===== config.mk =====
export PLATFORM = sky130hd
export DESIGN_NAME = gcfr_front
export DESIGN_NICKNAME = d
export VERILOG_FILES = /design/src/hdl/gcfr_pkg.sv /design/src/hdl/gcfr_front.sv
export SDC_FILE = /design/constraint.sdc
export NUM_CORES = 1
export LEC_CHECK = 0
export ABC_AREA = 1
export BUFFER_PORTS_ARGS = -buffer_cell sky130_fd_sc_hd__buf_4
export CAP_MARGIN = 5
export CORE_UTILIZATION = 25
export DETAILED_ROUTE_END_ITERATION = 8
export PLACE_DENSITY = 0.52
export SETUP_SLACK_MARGIN = 0.05
export SLEW_MARGIN = 0
export SYNTH_ARGS = -nofsm -noshare
export SYNTH_HDL_FRONTEND = slang
export SYNTH_SLANG_ARGS = --single-unit

===== constraint.sdc =====
create_clock -name clk -period 3.1 [get_ports clk]
set_clock_uncertainty 0.1 [all_clocks]
set_input_delay 0.155 -clock clk [delete_from_list [all_inputs] [get_ports clk]]
set_output_delay 0.155 -clock clk [all_outputs]
set_load 0.01 [all_outputs]

===== src/hdl/gcfr_pkg.sv =====
// Package for the growth curve flux radius block.
// Shared constants, types and state encodings; no dependencies.
`default_nettype none
package gcfr_pkg;

  localparam int FLUX_W    = 32;
  localparam int STEP_W    = 16;
  localparam int FRAC_W    = 17;
  localparam int CNT_W     = 3;
  localparam int RAD_W     = 23;
  localparam int IDX_W     = 2;
  localparam int NFRAC     = 4;
  localparam int CFG_IDX_W = 3;
  localparam int WIDE_W    = 52;
  localparam int NUM_W     = 49;
  localparam int DEN_W     = 33;

  localparam int DEF_MAX_STEPS     = 64;
  localparam int DEF_MAX_FRACTIONS = 4;

  localparam logic [FRAC_W-1:0] FRAC_ONE = 17'd65536;

  typedef enum logic [CFG_IDX_W-1:0] {
    CFG_FRACTION_COUNT = 3'd0,
    CFG_FRACTION_A     = 3'd1,
    CFG_FRACTION_B     = 3'd2,
    CFG_FRACTION_C     = 3'd3,
    CFG_FRACTION_D     = 3'd4
  } cfg_idx_t;

  typedef struct packed {
    logic [STEP_W-1:0]             step;
    logic [CNT_W-1:0]              cnt;
    logic [NFRAC-1:0][FRAC_W-1:0]  frac;
  } job_t;

  typedef enum logic [3:0] {
    BK_IDLE,
    BK_TOTAL,
    BK_MUL,
    BK_TGT,
    BK_SCAN_RD,
    BK_SCAN_CMP,
    BK_PREP,
    BK_DIV,
    BK_FIN,
    BK_OUT
  } bk_state_t;

endpackage
`default_nettype wire


===== src/hdl/gcfr_front.sv =====
// Front end: takes samples and register writes, writes the curve store,
// and issues one job per completed curve. Depends on gcfr_pkg.
`default_nettype none
module gcfr_front import gcfr_pkg::*; #(
  parameter int MAX_STEPS     = DEF_MAX_STEPS,
  parameter int MAX_FRACTIONS = DEF_MAX_FRACTIONS,
  parameter int NW            = $clog2(MAX_STEPS + 1),
  parameter int AW            = $clog2(MAX_STEPS)
) (
  input  wire logic                  clk,
  input  wire logic                  rst_n,
  input  wire logic                  in_valid,
  output logic                       in_ready,
  input  wire logic [FLUX_W-1:0]     in_flux,
  input  wire logic [STEP_W-1:0]     in_step,
  input  wire logic                  in_last,
  input  wire logic                  cfg_valid,
  output logic                       cfg_ready,
  input  wire logic [CFG_IDX_W-1:0]  cfg_index,
  input  wire logic [FRAC_W-1:0]     cfg_data,
  output logic                       wr_en,
  output logic [AW-1:0]              wr_addr,
  output logic [FLUX_W-1:0]          wr_data,
  output logic                       push,
  output job_t                       job,
  output logic [NW-1:0]              job_n,
  input  wire logic                  q_full,
  input  wire logic                  done,
  output logic                       busy
);
  localparam int LIMIT = (MAX_FRACTIONS < NFRAC) ? MAX_FRACTIONS : NFRAC;

  logic [NW-1:0]               count_r, count_nxt;
  logic                        busy_r, busy_nxt;
  logic [CNT_W-1:0]            fcnt_r;
  logic [NFRAC-1:0][FRAC_W-1:0] frac_r;
  logic                        acc, at_max;

  assign at_max    = (count_r == NW'(MAX_STEPS));
  assign in_ready  = !busy_r && !q_full;
  assign acc       = in_valid && in_ready;
  assign cfg_ready = 1'b1;
  assign busy      = busy_r;
  assign wr_en     = acc;
  assign wr_addr   = at_max ? AW'(MAX_STEPS - 1) : count_r[AW-1:0];
  assign wr_data   = in_flux;
  assign push      = acc && in_last;
  assign job_n     = at_max ? count_r : count_r + NW'(1);

  always_comb begin
    job.step = in_step;
    job.cnt  = (fcnt_r > CNT_W'(LIMIT)) ? CNT_W'(LIMIT) : fcnt_r;
    for (int f = 0; f < NFRAC; f++) begin
      job.frac[f] = (frac_r[f] > FRAC_ONE) ? FRAC_ONE : frac_r[f];
    end
    count_nxt = count_r;
    if (acc) begin
      if (in_last)      count_nxt = '0;
      else if (!at_max) count_nxt = count_r + NW'(1);
    end
    busy_nxt = busy_r;
    if (push)      busy_nxt = 1'b1;
    else if (done) busy_nxt = 1'b0;
  end

  always_ff @(posedge clk) begin
    if (!rst_n) begin
      count_r <= '0;
      busy_r  <= 1'b0;
      fcnt_r  <= CNT_W'(1);
      frac_r  <= {17'd0, 17'd0, 17'd0, 17'd32768};
    end else begin
      count_r <= count_nxt;
      busy_r  <= busy_nxt;
      if (cfg_valid && cfg_ready) begin
        case (cfg_index)
          CFG_FRACTION_COUNT: fcnt_r    <= cfg_data[CNT_W-1:0];
          CFG_FRACTION_A:     frac_r[0] <= cfg_data;
          CFG_FRACTION_B:     frac_r[1] <= cfg_data;
          CFG_FRACTION_C:     frac_r[2] <= cfg_data;
          CFG_FRACTION_D:     frac_r[3] <= cfg_data;
          default: ;
        endcase
      end
    end
  end
endmodule
`default_nettype wire


==> impl_results.md <==
* Post-cts gate resize count at 0
* Port Buffers at 114
* CTS tree: done
* Via count at 3625
* Leak at 2.21 nW
* I/O Pins at 212
* Hold slack final at 0.00579 ns
* CTS sink count at 79
* Total power at 0.00241 W
* Initial core utilization at 0.258
* Fillers at 1804
* Distinct cells, synth at 32
* Startpoint Class: register
* Max Slew Vio Count at 0
* Syn_area_per_cell at 7.76 um^2
* Worst-Margin Slew at 0.845 ns
* Total global routing overflow at 0
* Seq/Total Area, Yosys at 0.365
* Post-route DRC at 0
* FMAX at 481 MHz
* First-pass GRT wire length at 19100 um
* Fin crit period at 2.08 ns
* Net Count, Synth at 636
* Clock Latency Late Sink at 0.34 ns
* Clock slew at reported path FFs at 0.06 ns
* Outcome: completed
* Fin crit share at 0.671
* Post-DP HPWL at 8870 um
* Nets@finish at 676
* Die area at 17900 um^2
* Crit Path Class: reg -> out
* Vias/cell at 4.42
* Initial antenna violation count at 0
* Chip Height at 134 um
* Most common cell after layout, fill and taps aside: buf_4
* Setup TNS at 0 ns
* Average wire per standard cell at 15.2 um
* Placed insts at 806
* Share of layout cells above drive strength 1 at 0.323
* Pwr Density at 472 nW/um^2
* FF+latch count, synth at 79
* RSZ-0062 raised after global routing: false
* Largest net degree at the start of global routing at 73
* Headroom to the max-slew limit at 0.437
* Setup Viol. Count Final at 0
* Worst EP required at 2.84 ns
* Final Hold Fails at 0
* Critical path fanouts, max at 16
* Num rows at 47
* GRT Util Overall at 0.142
* Routed WL at 12500 um
* Area Overhead vs Synth at 18.1%
* CP Data Arrival Time at 1.83 ns
* Warning count from the yosys run at 0
* Initial DRC count at 174
* Maximum vdd ir drop at 264 uV
* TritonRoute pass-1 iters at 4
* Gp weighted congestion at 0.792
* Die width at 134 um
* Setup slack after placement at 1.38 ns
* Hold WC Path Type: in -> reg
* Vias in the first global route at 3370
* CP endpoint kind: output port
* Floorplan Core Area at 16800 um^2
* Post-synthesis cell count at 558
* Final non-filler cell total at 821
* Num CTS Buffers at 9
* Antenna viol nets, final at 0
* Clock root cell: clkbuf_16
* Post-CTS Setup Repair Bufs at 0
* Highest-count cells in the layout ignoring fill and taps: buf_4 (114), a21oi_1 (113), inv_1 (85), dfxtp_1 (79), o21ai_0 (35)
* Final setup margin at 1.02 ns
* Synthesized area at 4330 um^2
* Deepest clock path buffer count at 2
* MaxCap Viol Count at 0
* H-tree lvl count at 3
* Antenna diodes at 0
[critical path: stages (launching register included)]
cell     delay, ns
dfxtp_1       0.29
inv_1         0.09
nand4_1       0.10
nor2_1        0.12
nand2_1       0.31
a21oi_1       0.38
buf_4         0.18
[report_power, final]
part | internal, W | total, W | leakage (nW) | switching [W]
clock network | 0.000576 | 0.000978 | 0.132 | 0.000402
logic | 0.000133 | 0.000367 | 1.43 | 0.000233
registers | 0.00105 | 0.00107 | 0.642 | 0.0000174
total | 0.00176 | 0.00241 | 2.21 | 0.000653
[registers in the layout, summed over array words and instances, names as in the netlist]
name / cells
frac_r: 68
busy: 1
fcnt_r: 3
count_r: 7
[Yosys cell counts]
| cell | count | area (um^2) |
|---|---|---|
| a21oi_1 | 113 | 566 |
| a21oi_2 | 27 | 236 |
| and2_1 | 1 | 6.26 |
| buf_12 | 1 | 20.0 |
| buf_2 | 9 | 45.0 |
| buf_4 | 51 | 383 |
| buf_6 | 5 | 56.3 |
| buf_8 | 3 | 45.0 |
| clkbuf_1 | 14 | 52.6 |
| clkbuf_2 | 1 | 5.00 |
| clkbuf_4 | 2 | 15.0 |
| clkinv_4 | 1 | 8.76 |
| conb_1 | 1 | 3.75 |
| dfxtp_1 | 79 | 1580 |
| ha_1 | 3 | 37.5 |
| inv_1 | 85 | 319 |
| inv_2 | 2 | 7.51 |
| nand2_1 | 32 | 120 |
| nand2_2 | 4 | 25.0 |
| nand3_1 | 6 | 30.0 |
| nand3_4 | 2 | 35.0 |
| nand3b_4 | 2 | 40.0 |
| nand4_1 | 17 | 106 |
| nor2_1 | 19 | 71.3 |
| nor2_2 | 2 | 12.5 |
| nor2_4 | 1 | 11.3 |
| o211ai_1 | 2 | 15.0 |
| o21ai_0 | 35 | 175 |
| o21ai_1 | 8 | 40.0 |
| o21ai_2 | 27 | 236 |
| o21bai_1 | 2 | 15.0 |
| xor2_1 | 1 | 8.76 |
[kinds of logic (layout without fill, tap and decap cells)]
kind of cell | after synthesis | in the layout | share of synthesized area
fa+ha+maj | 3 | 3 | 0.00867
simple gates | 86 | 86 | 0.106
other cells | 1 | 1 | 0.000866
buf+inv | 174 | 217 | 0.221
flops | 79 | 79 | 0.365
compound gates | 214 | 214 | 0.296
xor+xnor | 1 | 1 | 0.00202
[worst paths after layout]
path,depth (start not counted),slack [ns],start,to
min reg2reg,2,0.37,count_r[6],count_r[6]
max,6,1.02,frac_r[63],job[57]
min,3,0.006,cfg_data[16],frac_r[16]
max reg2reg,7,1.43,count_r[0],count_r[0]
[metal layers]
layer	track usage	wire [um]	vias up
li1	-	-	1861
met2	0.207	5160	118
met3	0.0468	784	29
met1	0.194	6290	1617
met5	0	0	-
met4	0.0499	216	0
[final cells by class]
class	count	area (um^2)	share of cell area
multi-input cells	305	1790	0.350
flip-flops and latches	79	1580	0.309
repair buffers	115	866	0.169
inverters	88	335	0.0656
well taps	220	275	0.0538
clock buffers	13	260	0.0509
clock inverters	1	5.00	0.000978
[stage by stage]
stage / util / cell area, um^2
after floorplan: - / 4330
after global placement: 0.289 / 4840
after detailed placement: 0.289 / 4840
after CTS: 0.305 / 5110
after global routing: 0.305 / 5110
final: 0.305 / 5110
[repair_timing]
| item | 4_1_cts | 5_1_grt |
|---|---|---|
| hold buffers | 1 | 0 |
| endpoints found under the hold margin | 1 | 0 |
| endpoints found under the setup margin | 0 | 0 |
No activity file was read; power rests on OpenSTA's default activity.
