[config.mk]
export PLATFORM = sky130hd
export DESIGN_NAME = gcfr_queue
export DESIGN_NICKNAME = d
export VERILOG_FILES = /design/src/hdl/gcfr_queue.sv
export SDC_FILE = /design/constraint.sdc
export NUM_CORES = 1
export LEC_CHECK = 0
export ABC_AREA = 1
export CAP_MARGIN = 20
export CORE_MARGIN = 2
export CORE_UTILIZATION = 55
export DETAILED_ROUTE_END_ITERATION = 7
export DONT_BUFFER_PORTS = 1
export GPL_ROUTABILITY_DRIVEN = 0
export PLACE_DENSITY = 0.7
export SLEW_MARGIN = 20
export SYNTH_ARGS = -nofsm -noshare
export SYNTH_HDL_FRONTEND = slang
export SYNTH_SLANG_ARGS = --single-unit
export TNS_END_PERCENT = 10
[constraint.sdc]
create_clock -name clk -period 1.7 [get_ports clk]
set_input_delay 0.085 -clock clk [delete_from_list [all_inputs] [get_ports clk]]
set_output_delay 0.085 -clock clk [all_outputs]
set_load 0.02 [all_outputs]
[src/hdl/gcfr_queue.sv]
// Two-entry job queue between front and back.
// Depends on nothing.
`default_nettype none
module gcfr_queue #(
  parameter int W = 8
) (
  input  wire logic         clk,
  input  wire logic         rst_n,
  input  wire logic         push,
  input  wire logic [W-1:0] push_data,
  output logic              full,
  input  wire logic         pop,
  output logic              valid,
  output logic [W-1:0]      head
);
  logic [1:0][W-1:0] slot_r;
  logic              wp_r, wp_nxt, rp_r, rp_nxt;
  logic [1:0]        cnt_r, cnt_nxt;

  assign full  = (cnt_r == 2'd2);
  assign valid = (cnt_r != 2'd0);
  assign head  = slot_r[rp_r];

  always_comb begin
    wp_nxt  = wp_r ^ push;
    rp_nxt  = rp_r ^ pop;
    cnt_nxt = cnt_r + {1'b0, push} - {1'b0, pop};
  end

  always_ff @(posedge clk) begin
    if (!rst_n) begin
      wp_r  <= 1'b0;
      rp_r  <= 1'b0;
      cnt_r <= 2'd0;
    end else begin
      wp_r  <= wp_nxt;
      rp_r  <= rp_nxt;
      cnt_r <= cnt_nxt;
    end
  end

  always_ff @(posedge clk) begin
    if (push) slot_r[wp_r] <= push_data;
  end
endmodule
`default_nettype wire

==> flow_metrics.env, run 1 <==
export IMPL_synth_warning_count=0
export IMPL_synthDistinctLibCells=11
export IMPL_synth_area_per_cell_um2=15.8
export IMPL_clkTransAtPathRegs_ps=90
export IMPL_setup_bufs_post_cts=0
export IMPL_clock_root_buffer="sky130_fd_sc_hd__clkbuf_4"
export IMPL_clkLatencyLatePin_ps=290
export IMPL_worst_ep_required_time_ps=1620
export IMPL_ys_flop_type="sky130_fd_sc_hd__edfxtp_1"
export IMPL_core_area_mm2=0.00135
export IMPL_detail_route_wirelength_um=1320
export IMPL_globalRouteTotalUtil=0.159
export IMPL_cellPowerDensity_mw_per_mm2=1010
export IMPL_ys_top_cells_by_area="sky130_fd_sc_hd__edfxtp_1 (59%), sky130_fd_sc_hd__mux2_4 (15%), sky130_fd_sc_hd__dfxtp_1 (9.8%)"
export IMPL_path_max_fanout=9
export IMPL_antenna_left=0
export IMPL_initial_core_util=0.608
export IMPL_detail_route_iter0_violations=0
export IMPL_timing_critical_path_buf_inv=0
export IMPL_pin_count_of_the_biggest_net_entering_global_routing=12
export IMPL_global_route_overflow_total=0
export IMPL_final_layout_size_suffix_gt1_frac=0.167
export IMPL_row_count=13
export IMPL_final_core_util=0.715
export IMPL_nNetsFinal=83
export IMPL_count_of_flip_flops_with_a_built_in_enable_after_synthesis=16
export IMPL_ir_drop_mv=0.637
export IMPL_synth_common_cells="sky130_fd_sc_hd__edfxtp_1 (16), sky130_fd_sc_hd__mux2_4 (8), sky130_fd_sc_hd__inv_1 (7)"
export IMPL_syn_inst=52
export IMPL_post_route_drc_violation_count=0
export IMPL_grt_setup_unrepaired="false"
export IMPL_synth_yosys_seq_area_share=0.683
export IMPL_buffer_ports_inserted=0
export IMPL_pre_cts_slack_ps=348
export IMPL_grt_pass1_vias=468
export IMPL_first_pass_detailed_route_iteration_total=1
export IMPL_drt_vias_per_instance=5.10
export IMPL_setup_viol=0
export IMPL_clock_sinks=20
export IMPL_share_of_flip_flops_with_an_asynchronous_set_or_reset_after_synthesis=0
export IMPL_tightest_slew_ps=565
export IMPL_synth_area_um2=821
export IMPL_yosys_cell_count_top_type="sky130_fd_sc_hd__edfxtp_1"
export IMPL_net_count_after_synthesis=68
export IMPL_yosys_area_top_type_share=0.585
export IMPL_antenna_cells=0
export IMPL_post_drt_wl_per_cell_um=16.2
export IMPL_synthToLayoutAreaGrowth_pct=17.5
export IMPL_crit_family="flip-flops"
export IMPL_slew_margin_rel=0.623
export IMPL_first_pass_grt_wire_length_um=2020
export IMPL_fp_dieH_um=42.6
export IMPL_fillerInstances=94
export IMPL_floorplan_die_width_um=42.6
export IMPL_cts_max_path_buffers=2
export IMPL_crit_path_cell_trace="mux2_4"
export IMPL_max_clock_freq_mhz=689
export IMPL_timing_critical_path_from_type="flip-flop"
export IMPL_cts_tree="built"
export IMPL_critPathArrivalTime_ps=1370
export IMPL_slowest_stage="sky130_fd_sc_hd__dfxtp_1"
export IMPL_htree_levels=1
export IMPL_reg2reg_slack_ps=350
export IMPL_timing_hold_violations_final=0
export IMPL_antenna_violations_before_repair=0
export IMPL_timing_final_crit_share=0.854
export IMPL_synth_top_cell_by_area="sky130_fd_sc_hd__edfxtp_1"
export IMPL_boundaryPins=22
export IMPL_vias=413
export IMPL_critical_path_class="reg -> out"
export IMPL_leakagePower_nw=0.394
export IMPL_min_period_ps=1450
export IMPL_hold_path_class="in -> reg"
export IMPL_worst_slack_ps=248
export IMPL_ys_seq_elements=20
export IMPL_timing_max_transition_violations_final=0
export IMPL_cts_buffers=3
export IMPL_clock_skew_ps=6.43
export IMPL_critPathMaxStageDelay_ps=690
export IMPL_run_status="complete, no violations"
export IMPL_design_die_area_mm2=0.00182
export IMPL_timing_setup_tns_ps=0
export IMPL_endpoint_kind="output pin"
export IMPL_max_cap_violations=0
## per-stage QoR
step	hold slack (ps)	cells	cell area [µm²]	power [mW]
detailed placement	184	66	828	0.752
global placement	184	66	828	0.736
global route	39.9	81	965	1.02
finish	19.3	81	965	0.975
CTS	13.4	81	965	0.981
floorplan	183	52	821	0.729
## cell families after synthesis
| logic type | synth area share |
|---|---|
| buffers and inverters | 0.0457 |
| adders and majority gates | 0.0610 |
| and+or+nand+nor | 0.0472 |
| xor gates and xnor gates | 0.0107 |
| muxes | 0.146 |
| DFF | 0.683 |
| AOI/OAI and AO/OA | 0.00609 |
## placed cells by master, fill, tap and decap left out, drive strengths merged, types with 3 or more instances in the layout
cell type     n
mux2          8
dfxtp         4
edfxtp       16
ha            4
nor2          4
inv           7
dlygate4sd3  11
nand2         5
clkbuf        3
## routing by layer
metal	share of wire	wire length (µm)	up-vias	GRT usage
met1	0.36	470	191	0.149
met2	0.59	781	14	0.324
li1	-	-	206	-
met3	0.043	56	2	0.0172
met5	0	0	-	0
met4	0.0053	7	0	0.0750
## worst reg2reg max path, delay by kind of cell, from the launching register on
family	cells	cell delay, ps
and+or+nand+nor	4	290
buffers and inverters	3	190
adders and majority gates	2	450
DFF	1	340
## sequential cells by signal (all words and copies together), names as in the netlist
| signal | count |
|---|---|
| wp_r | 1 |
| slot_r | 16 |
| cnt_r | 2 |
| rp_r | 1 |
## path summary, 6_finish.rpt
path                       startpoint                  end  cells past startpoint
setup / recovery      rp_r$_SDFF_PN0_              head[3]                      1
hold / removal                   push  cnt_r[0]$_SDFF_PN0_                      3
hold reg to reg   cnt_r[1]$_SDFF_PN0_  cnt_r[1]$_SDFF_PN0_                      3
setup reg to reg  cnt_r[0]$_SDFF_PN0_  cnt_r[1]$_SDFF_PN0_                      9
## final cells by class
class                      count  area, µm²  area share
sequential                    20        561       0.581
inverter                       7       26.3      0.0272
clock buffer                   3       22.5      0.0233
tap                           15       18.8      0.0195
timing repair buffer          11        110       0.114
multi-input combinational     24        223       0.231
clock inverter                 1       3.75     0.00389
## where the power goes
part	switching (mW)	total, mW	leakage, nW	internal, mW
sequential	0.0222	0.589	0.184	0.567
clock	0.127	0.212	0.0154	0.0853
combinational	0.0981	0.174	0.195	0.0760
## what timing repair did
action                    in CTS  in global routing
gates resized for setup        0                  0
hold buffers                  11                  0
hold endpoints to repair      20                  0
Note: power is estimated with default switching activity, not from simulation.
==> run 2, diff against run 1 <==
--- a/config.mk
+++ b/config.mk
@@ -5,7 +5,7 @@
 export SDC_FILE = /design/constraint.sdc
 export NUM_CORES = 1
 export LEC_CHECK = 0
-export ABC_AREA = 1
+export ABC_AREA = 0
 export CAP_MARGIN = 20
 export CORE_MARGIN = 2
 export CORE_UTILIZATION = 55
==> constraint.sdc (replaced) <==
create_clock -name clk -period 1.7 [get_ports clk]
set_input_delay 0.17 -clock clk [delete_from_list [all_inputs] [get_ports clk]]
set_output_delay 0.17 -clock clk [all_outputs]
set_load 0.02 [all_outputs]
==> flow_metrics.env, run 2 <==
export IMPL_critPathArrivalTime_ps=1330
export IMPL_critPathMaxStageDelay_ps=570
export IMPL_cellPowerDensity_mw_per_mm2=1050
export IMPL_synth_yosys_seq_area_share=0.711
export IMPL_post_route_drc_violation_count=0
export IMPL_synth_common_cells="sky130_fd_sc_hd__edfxtp_1 (16), sky130_fd_sc_hd__mux2_1 (8), sky130_fd_sc_hd__dfxtp_1 (4), sky130_fd_sc_hd__ha_1 (4)"
export IMPL_antenna_violations_before_repair=0
export IMPL_detail_route_iter0_violations=3
export IMPL_tightest_slew_ps=412
export IMPL_fin_total_pwr_uw=976
export IMPL_ir_drop_mv=0.680
export IMPL_min_period_ps=1500
export IMPL_drt_vias_per_instance=5.15
export IMPL_yosys_area_share_xor_xnor=0.0397
export IMPL_floorplan_die_width_um=41.9
export IMPL_routed_wl_met3_um=90
export IMPL_post_synth_and_or_nand_nor_area_fraction=0.0476
export IMPL_timing_critical_path_from_type="flip-flop"
export IMPL_crit_path_cell_trace="mux2_1"
export IMPL_antenna_cells=0
export IMPL_synth_compound_area_share=0
export IMPL_cts_buffers=3
export IMPL_synth_area_per_cell_um2=17.9
export IMPL_cts_max_path_buffers=2
export IMPL_top_signal_layer_used="met4"
export IMPL_dp_final_hpwl_um=703
export IMPL_clock_sinks=20
export IMPL_clock_skew_ps=1.73
export IMPL_yosys_cell_count_top_type="sky130_fd_sc_hd__edfxtp_1"
export IMPL_final_common_cell="sky130_fd_sc_hd__edfxtp_1"
export IMPL_wire_length_on_met2_um=635
export IMPL_design_die_area_mm2=0.00175
export IMPL_grt_setup_unrepaired="false"
export IMPL_synth_mux_area_fraction=0.114
export IMPL_synth_top_family_by_area="multiplexers"
export IMPL_timing_max_transition_violations_final=0
export IMPL_synth_adder_area_share=0.0635
export IMPL_timing_setup_tns_ps=0
export IMPL_route_layer_met1_wl_um=353
export IMPL_yosys_area_top_type_share=0.610
export IMPL_crit_family="flip-flops"
export IMPL_timing_hold_violations_final=0
export IMPL_grt_pass1_vias=344
export IMPL_cts_tree="built"
export IMPL_globalRouteTotalUtil=0.124
export IMPL_path_max_fanout=9
export IMPL_ys_seq_elements=20
export IMPL_max_cap_violations=0
export IMPL_htree_levels=1
export IMPL_slowest_stage="sky130_fd_sc_hd__dfxtp_1"
export IMPL_largest_register_ffs=16
export IMPL_clkLatencyLatePin_ps=290
export IMPL_synth_top_cell_by_area="sky130_fd_sc_hd__edfxtp_1"
export IMPL_hold_path_class="in -> reg"
export IMPL_largest_register="slot_r"
export IMPL_post_drt_wl_per_cell_um=15.3
export IMPL_synthToLayoutAreaGrowth_pct=17.5
export IMPL_syn_inst=44
export IMPL_vias=371
export IMPL_final_layout_size_suffix_gt1_frac=0.0702
export IMPL_setup_viol=0
export IMPL_ys_flop_type="sky130_fd_sc_hd__edfxtp_1"
export IMPL_synth_warning_count=0
export IMPL_ys_top_cells_by_area="sky130_fd_sc_hd__edfxtp_1 (61%), sky130_fd_sc_hd__mux2_1 (11%), sky130_fd_sc_hd__dfxtp_1 (10%)"
export IMPL_detail_route_wirelength_um=1100
export IMPL_synth_area_um2=788
export IMPL_setup_bufs_post_cts=0
export IMPL_count_of_flip_flops_with_a_built_in_enable_after_synthesis=16
export IMPL_net_count_after_synthesis=60
export IMPL_worst_ep_required_time_ps=1530
export IMPL_core_area_mm2=0.00132
export IMPL_timing_critical_path_buf_inv=0
export IMPL_initial_core_util=0.598
export IMPL_pin_count_of_the_biggest_net_entering_global_routing=12
export IMPL_first_pass_grt_wire_length_um=1480
export IMPL_nNetsFinal=74
export IMPL_clkTransAtPathRegs_ps=100
export IMPL_leakagePower_nw=0.348
export IMPL_timing_final_crit_share=0.881
export IMPL_run_status="complete, no violations"
export IMPL_synthDistinctLibCells=11
export IMPL_most_common_layout_cells="sky130_fd_sc_hd__edfxtp_1 (16), sky130_fd_sc_hd__dlygate4sd3_1 (10), sky130_fd_sc_hd__mux2_1 (8), sky130_fd_sc_hd__ha_1 (4), sky130_fd_sc_hd__dfxtp_1 (4)"
export IMPL_max_clock_freq_mhz=668
export IMPL_global_route_overflow_total=0
export IMPL_slew_margin_rel=0.725
export IMPL_endpoint_kind="output pin"
export IMPL_clock_root_buffer="sky130_fd_sc_hd__clkbuf_4"
export IMPL_fp_dieH_um=41.9
export IMPL_top_regs="slot_r: 16 flops, cnt_r: 2 flops"
export IMPL_boundaryPins=22
export IMPL_first_pass_detailed_route_iteration_total=2
export IMPL_buffer_ports_inserted=0
export IMPL_critical_path_class="reg -> out"
export IMPL_antenna_left=0
export IMPL_share_of_flip_flops_with_an_asynchronous_set_or_reset_after_synthesis=0
export IMPL_row_count=13
==> run 2: changes by cell type after synthesis, moves of 2 or more <==
cell | before | now
sky130_fd_sc_hd__nor2_1 | 4 | 0
sky130_fd_sc_hd__mux2_1 | 0 | 8
sky130_fd_sc_hd__and2_1 | 0 | 2
sky130_fd_sc_hd__nand2_1 | 5 | 0
sky130_fd_sc_hd__nor2b_1 | 0 | 3
sky130_fd_sc_hd__inv_1 | 7 | 3
sky130_fd_sc_hd__mux2_4 | 8 | 0
==> run 2: repair_timing <==
| item | 4_1_cts | 5_1_grt |
|---|---|---|
| hold endpoints to repair | 18 | 1 |
| hold buffers | 9 | 1 |
| resized for setup | 0 | 0 |
==> run 2: cell families after synthesis <==
family,count (synthesis)
simple gates,6
xor+xnor,2
mux,8
flops,20
fa+ha+maj,4
buf+inv,4
==> run 2: final cells by class <==
cell class	instances	area, µm²
well taps	15	18.8
repair buffers	10	100
multi-input cells	20	209
inverters	3	11.3
flip-flops and latches	20	561
clock buffers	4	26.3
fillers	85	392
==> run 2: metal layers <==
metal	global-route usage	vias up
met5	0	-
met4	0.0968	0
met3	0.0565	2
met2	0.197	13
met1	0.125	173
li1	-	183
==> run 2: metrics by stage <==
stage	util	area (µm²)	cells	hold WS [ps]	setup WS (ps)
6_report	0.703	926	72	19.8	203
5_1_grt	0.703	926	72	3.49	119
4_1_cts	0.695	916	71	0.963	184
3_5_place_dp	0.607	800	58	269	481
3_3_place_gp	0.607	800	58	269	537
2_1_floorplan	-	788	44	269	557
==> run 2: worst paths after layout <==
check                           cells after the start  slack [ps]                   to                 from
worst max-delay path                                1         200              head[4]      rp_r$_SDFF_PN0_
worst min register to register                      3         570      wp_r$_SDFF_PN0_      wp_r$_SDFF_PN0_
worst max register to register                      6         440  cnt_r[1]$_SDFF_PN0_  cnt_r[0]$_SDFF_PN0_
worst min-delay path                                1          20      wp_r$_SDFF_PN0_                rst_n
==> run 2: power by group <==
part | total [mW] | switching [mW] | leakage, nW | internal (mW)
sequential | 0.591 | 0.0209 | 0.183 | 0.570
clock | 0.219 | 0.127 | 0.0150 | 0.0914
combinational | 0.167 | 0.0909 | 0.149 | 0.0758
==> run 3, diff against run 2 <==
--- a/config.mk
+++ b/config.mk
@@ -11,7 +11,8 @@
 export CORE_UTILIZATION = 55
 export DETAILED_ROUTE_END_ITERATION = 7
 export DONT_BUFFER_PORTS = 1
-export GPL_ROUTABILITY_DRIVEN = 0
+export GPL_ROUTABILITY_DRIVEN = 1
+export HOLD_SLACK_MARGIN = 0.15
 export PLACE_DENSITY = 0.7
 export SLEW_MARGIN = 20
 export SYNTH_ARGS = -nofsm -noshare
==> constraint.sdc (replaced) <==
create_clock -name clk -period 1.7 [get_ports clk]
set_input_delay 0.425 -clock clk [delete_from_list [all_inputs] [get_ports clk]]
set_output_delay 0.425 -clock clk [all_outputs]
set_load 0.02 [all_outputs]
==> flow_metrics.env, run 3 (synthesis results as in run 2) <==
export IMPL_crit_path_cell_trace="mux2_1"
export IMPL_cts_max_path_buffers=2
export IMPL_reg2reg_slack_ps=480
export IMPL_clkTransAtPathRegs_ps=90
export IMPL_postCtsHoldBufs=0
export IMPL_tightest_slew_ps=409
export IMPL_drt_vias_per_instance=5.35
export IMPL_row_count=13
export IMPL_max_clock_freq_mhz=617
export IMPL_final_common_cell="sky130_fd_sc_hd__edfxtp_1"
export IMPL_final_core_util=0.628
export IMPL_most_common_layout_cells="sky130_fd_sc_hd__edfxtp_1 (16), sky130_fd_sc_hd__mux2_1 (8), sky130_fd_sc_hd__ha_1 (4)"
export IMPL_hold_path_cells=0
export IMPL_worst_ep_required_time_ps=1270
export IMPL_timing_hold_worst_start="push_data[7]"
export IMPL_timing_critical_path_buf_inv=0
export IMPL_run_status="complete, no violations"
export IMPL_clock_sinks=20
export IMPL_min_period_ps=1620
export IMPL_clock_skew_ps=1.68
export IMPL_hold_end="slot_r[7]$_DFFE_PP_"
export IMPL_timing_critical_path_from_type="flip-flop"
export IMPL_detail_route_wirelength_um=899
export IMPL_crit_cells=1
export IMPL_final_layout_size_suffix_gt1_frac=0.106
export IMPL_hold_path_class="in -> reg"
export IMPL_clock_root_buffer="sky130_fd_sc_hd__clkbuf_4"
export IMPL_globalRouteMet2Util=0.175
export IMPL_timing_setup_tns_ps=0
export IMPL_post_route_drc_violation_count=0
export IMPL_buffer_ports_inserted=0
export IMPL_first_pass_detailed_route_iteration_total=1
export IMPL_critPathMaxStageDelay_ps=450
export IMPL_setup_bufs_post_cts=0
export IMPL_antenna_cells=0
export IMPL_worst_r2r_startpoint="cnt_r[0]$_SDFF_PN0_"
export IMPL_floorplan_die_width_um=41.9
export IMPL_slew_margin_rel=0.727
export IMPL_setup_viol=0
export IMPL_first_pass_grt_wire_length_um=1370
export IMPL_timing_hold_violations_final=0
export IMPL_pin_count_of_the_biggest_net_entering_global_routing=12
export IMPL_endpoint_kind="output pin"
export IMPL_cts_tree="built"
export IMPL_clkLatencyLatePin_ps=290
export IMPL_fp_dieH_um=41.9
export IMPL_grt_met1_usage=0.110
export IMPL_largest_register="slot_r"
export IMPL_vias=332
export IMPL_antenna_violations_before_repair=0
export IMPL_groute_layer_met3_usage=0.0696
export IMPL_synthToLayoutAreaGrowth_pct=4.92
export IMPL_top_regs="slot_r: 16 flops, cnt_r: 2 flops"
export IMPL_finalNonFillerCells=62
export IMPL_leakagePower_nw=0.306
export IMPL_max_cap_violations=0
export IMPL_ir_drop_mv=0.645
export IMPL_post_drt_wl_per_cell_um=14.5
export IMPL_boundaryPins=22
export IMPL_timing_final_crit_share=0.953
export IMPL_routabilityCongestion=0.573
export IMPL_initial_core_util=0.598
export IMPL_slowest_stage="sky130_fd_sc_hd__dfxtp_2"
export IMPL_largest_register_ffs=16
export IMPL_fin_total_pwr_uw=948
export IMPL_dp_final_hpwl_um=703
export IMPL_path_max_fanout=9
export IMPL_detail_route_iter0_violations=0
export IMPL_critPathArrivalTime_ps=1200
export IMPL_cts_buffers=3
export IMPL_global_route_overflow_total=0
export IMPL_regToRegEndpoint="cnt_r[1]$_SDFF_PN0_"
export IMPL_antenna_left=0
export IMPL_most_crowded_layer_after_global_routing="met2"
export IMPL_grt_setup_unrepaired="false"
export IMPL_nNetsFinal=64
export IMPL_cts_resized=1
export IMPL_fillerInstances=91
export IMPL_timing_max_transition_violations_final=0
export IMPL_placed_cells_incl_taps=58
export IMPL_core_area_mm2=0.00132
export IMPL_reg2regPathDepth=6
export IMPL_globalRouteTotalUtil=0.116
export IMPL_design_die_area_mm2=0.00175
export IMPL_htree_levels=1
export IMPL_crit_family="flip-flops"
export IMPL_grt_pass1_vias=315
export IMPL_cellPowerDensity_mw_per_mm2=1150
export IMPL_critical_path_class="reg -> out"
-- run 3: cell types whose count changed in the layout (fill, tap and decap cells not counted), sizes merged --
| cell | before | now |
|---|---|---|
| dlygate4sd3 | 10 | 0 |
-- run 3: worst max-delay path by stage --
stage | from | end | slack, ps
after CTS | rp_r$_SDFF_PN0_ | head[4] | 60
after detailed placement | rp_r$_SDFF_PN0_ | head[4] | 260
after global placement | rp_r$_SDFF_PN0_ | head[5] | 280
after global routing | rp_r$_SDFF_PN0_ | head[5] | 8
final | rp_r$_SDFF_PN0_ | head[5] | 80
after floorplan | rp_r$_SDFF_PN0_ | head[0] | 420
-- run 3: through the flow --
step	area (µm²)	setup WS [ps]	hold slack, ps
final	827	79.3	219
after global routing	827	8.38	191
after CTS	827	56.9	211
after detailed placement	800	264	524
after global placement	800	282	524
after floorplan	788	423	521
-- run 3: final cells by class --
type,instances,area (µm²),area share
clock buffers,4,26.3,0.0318
inverters,3,11.3,0.0136
multi-input cells,20,209,0.253
flip-flops and latches,20,562,0.679
well taps,15,18.8,0.0227
-- run 3: where the power goes --
part           leakage (nW)  switching (mW)  internal [mW]
Sequential            0.184          0.0200          0.571
Combinational         0.108          0.0824         0.0596
Clock                0.0150           0.123         0.0915
-- run 3: layer usage --
| metal | vias to the layer above | share of wire |
|---|---|---|
| li1 | 163 | - |
| met3 | 3 | 0.12 |
| met5 | - | 0 |
| met4 | 0 | 0.033 |
| met1 | 152 | 0.32 |
| met2 | 14 | 0.53 |
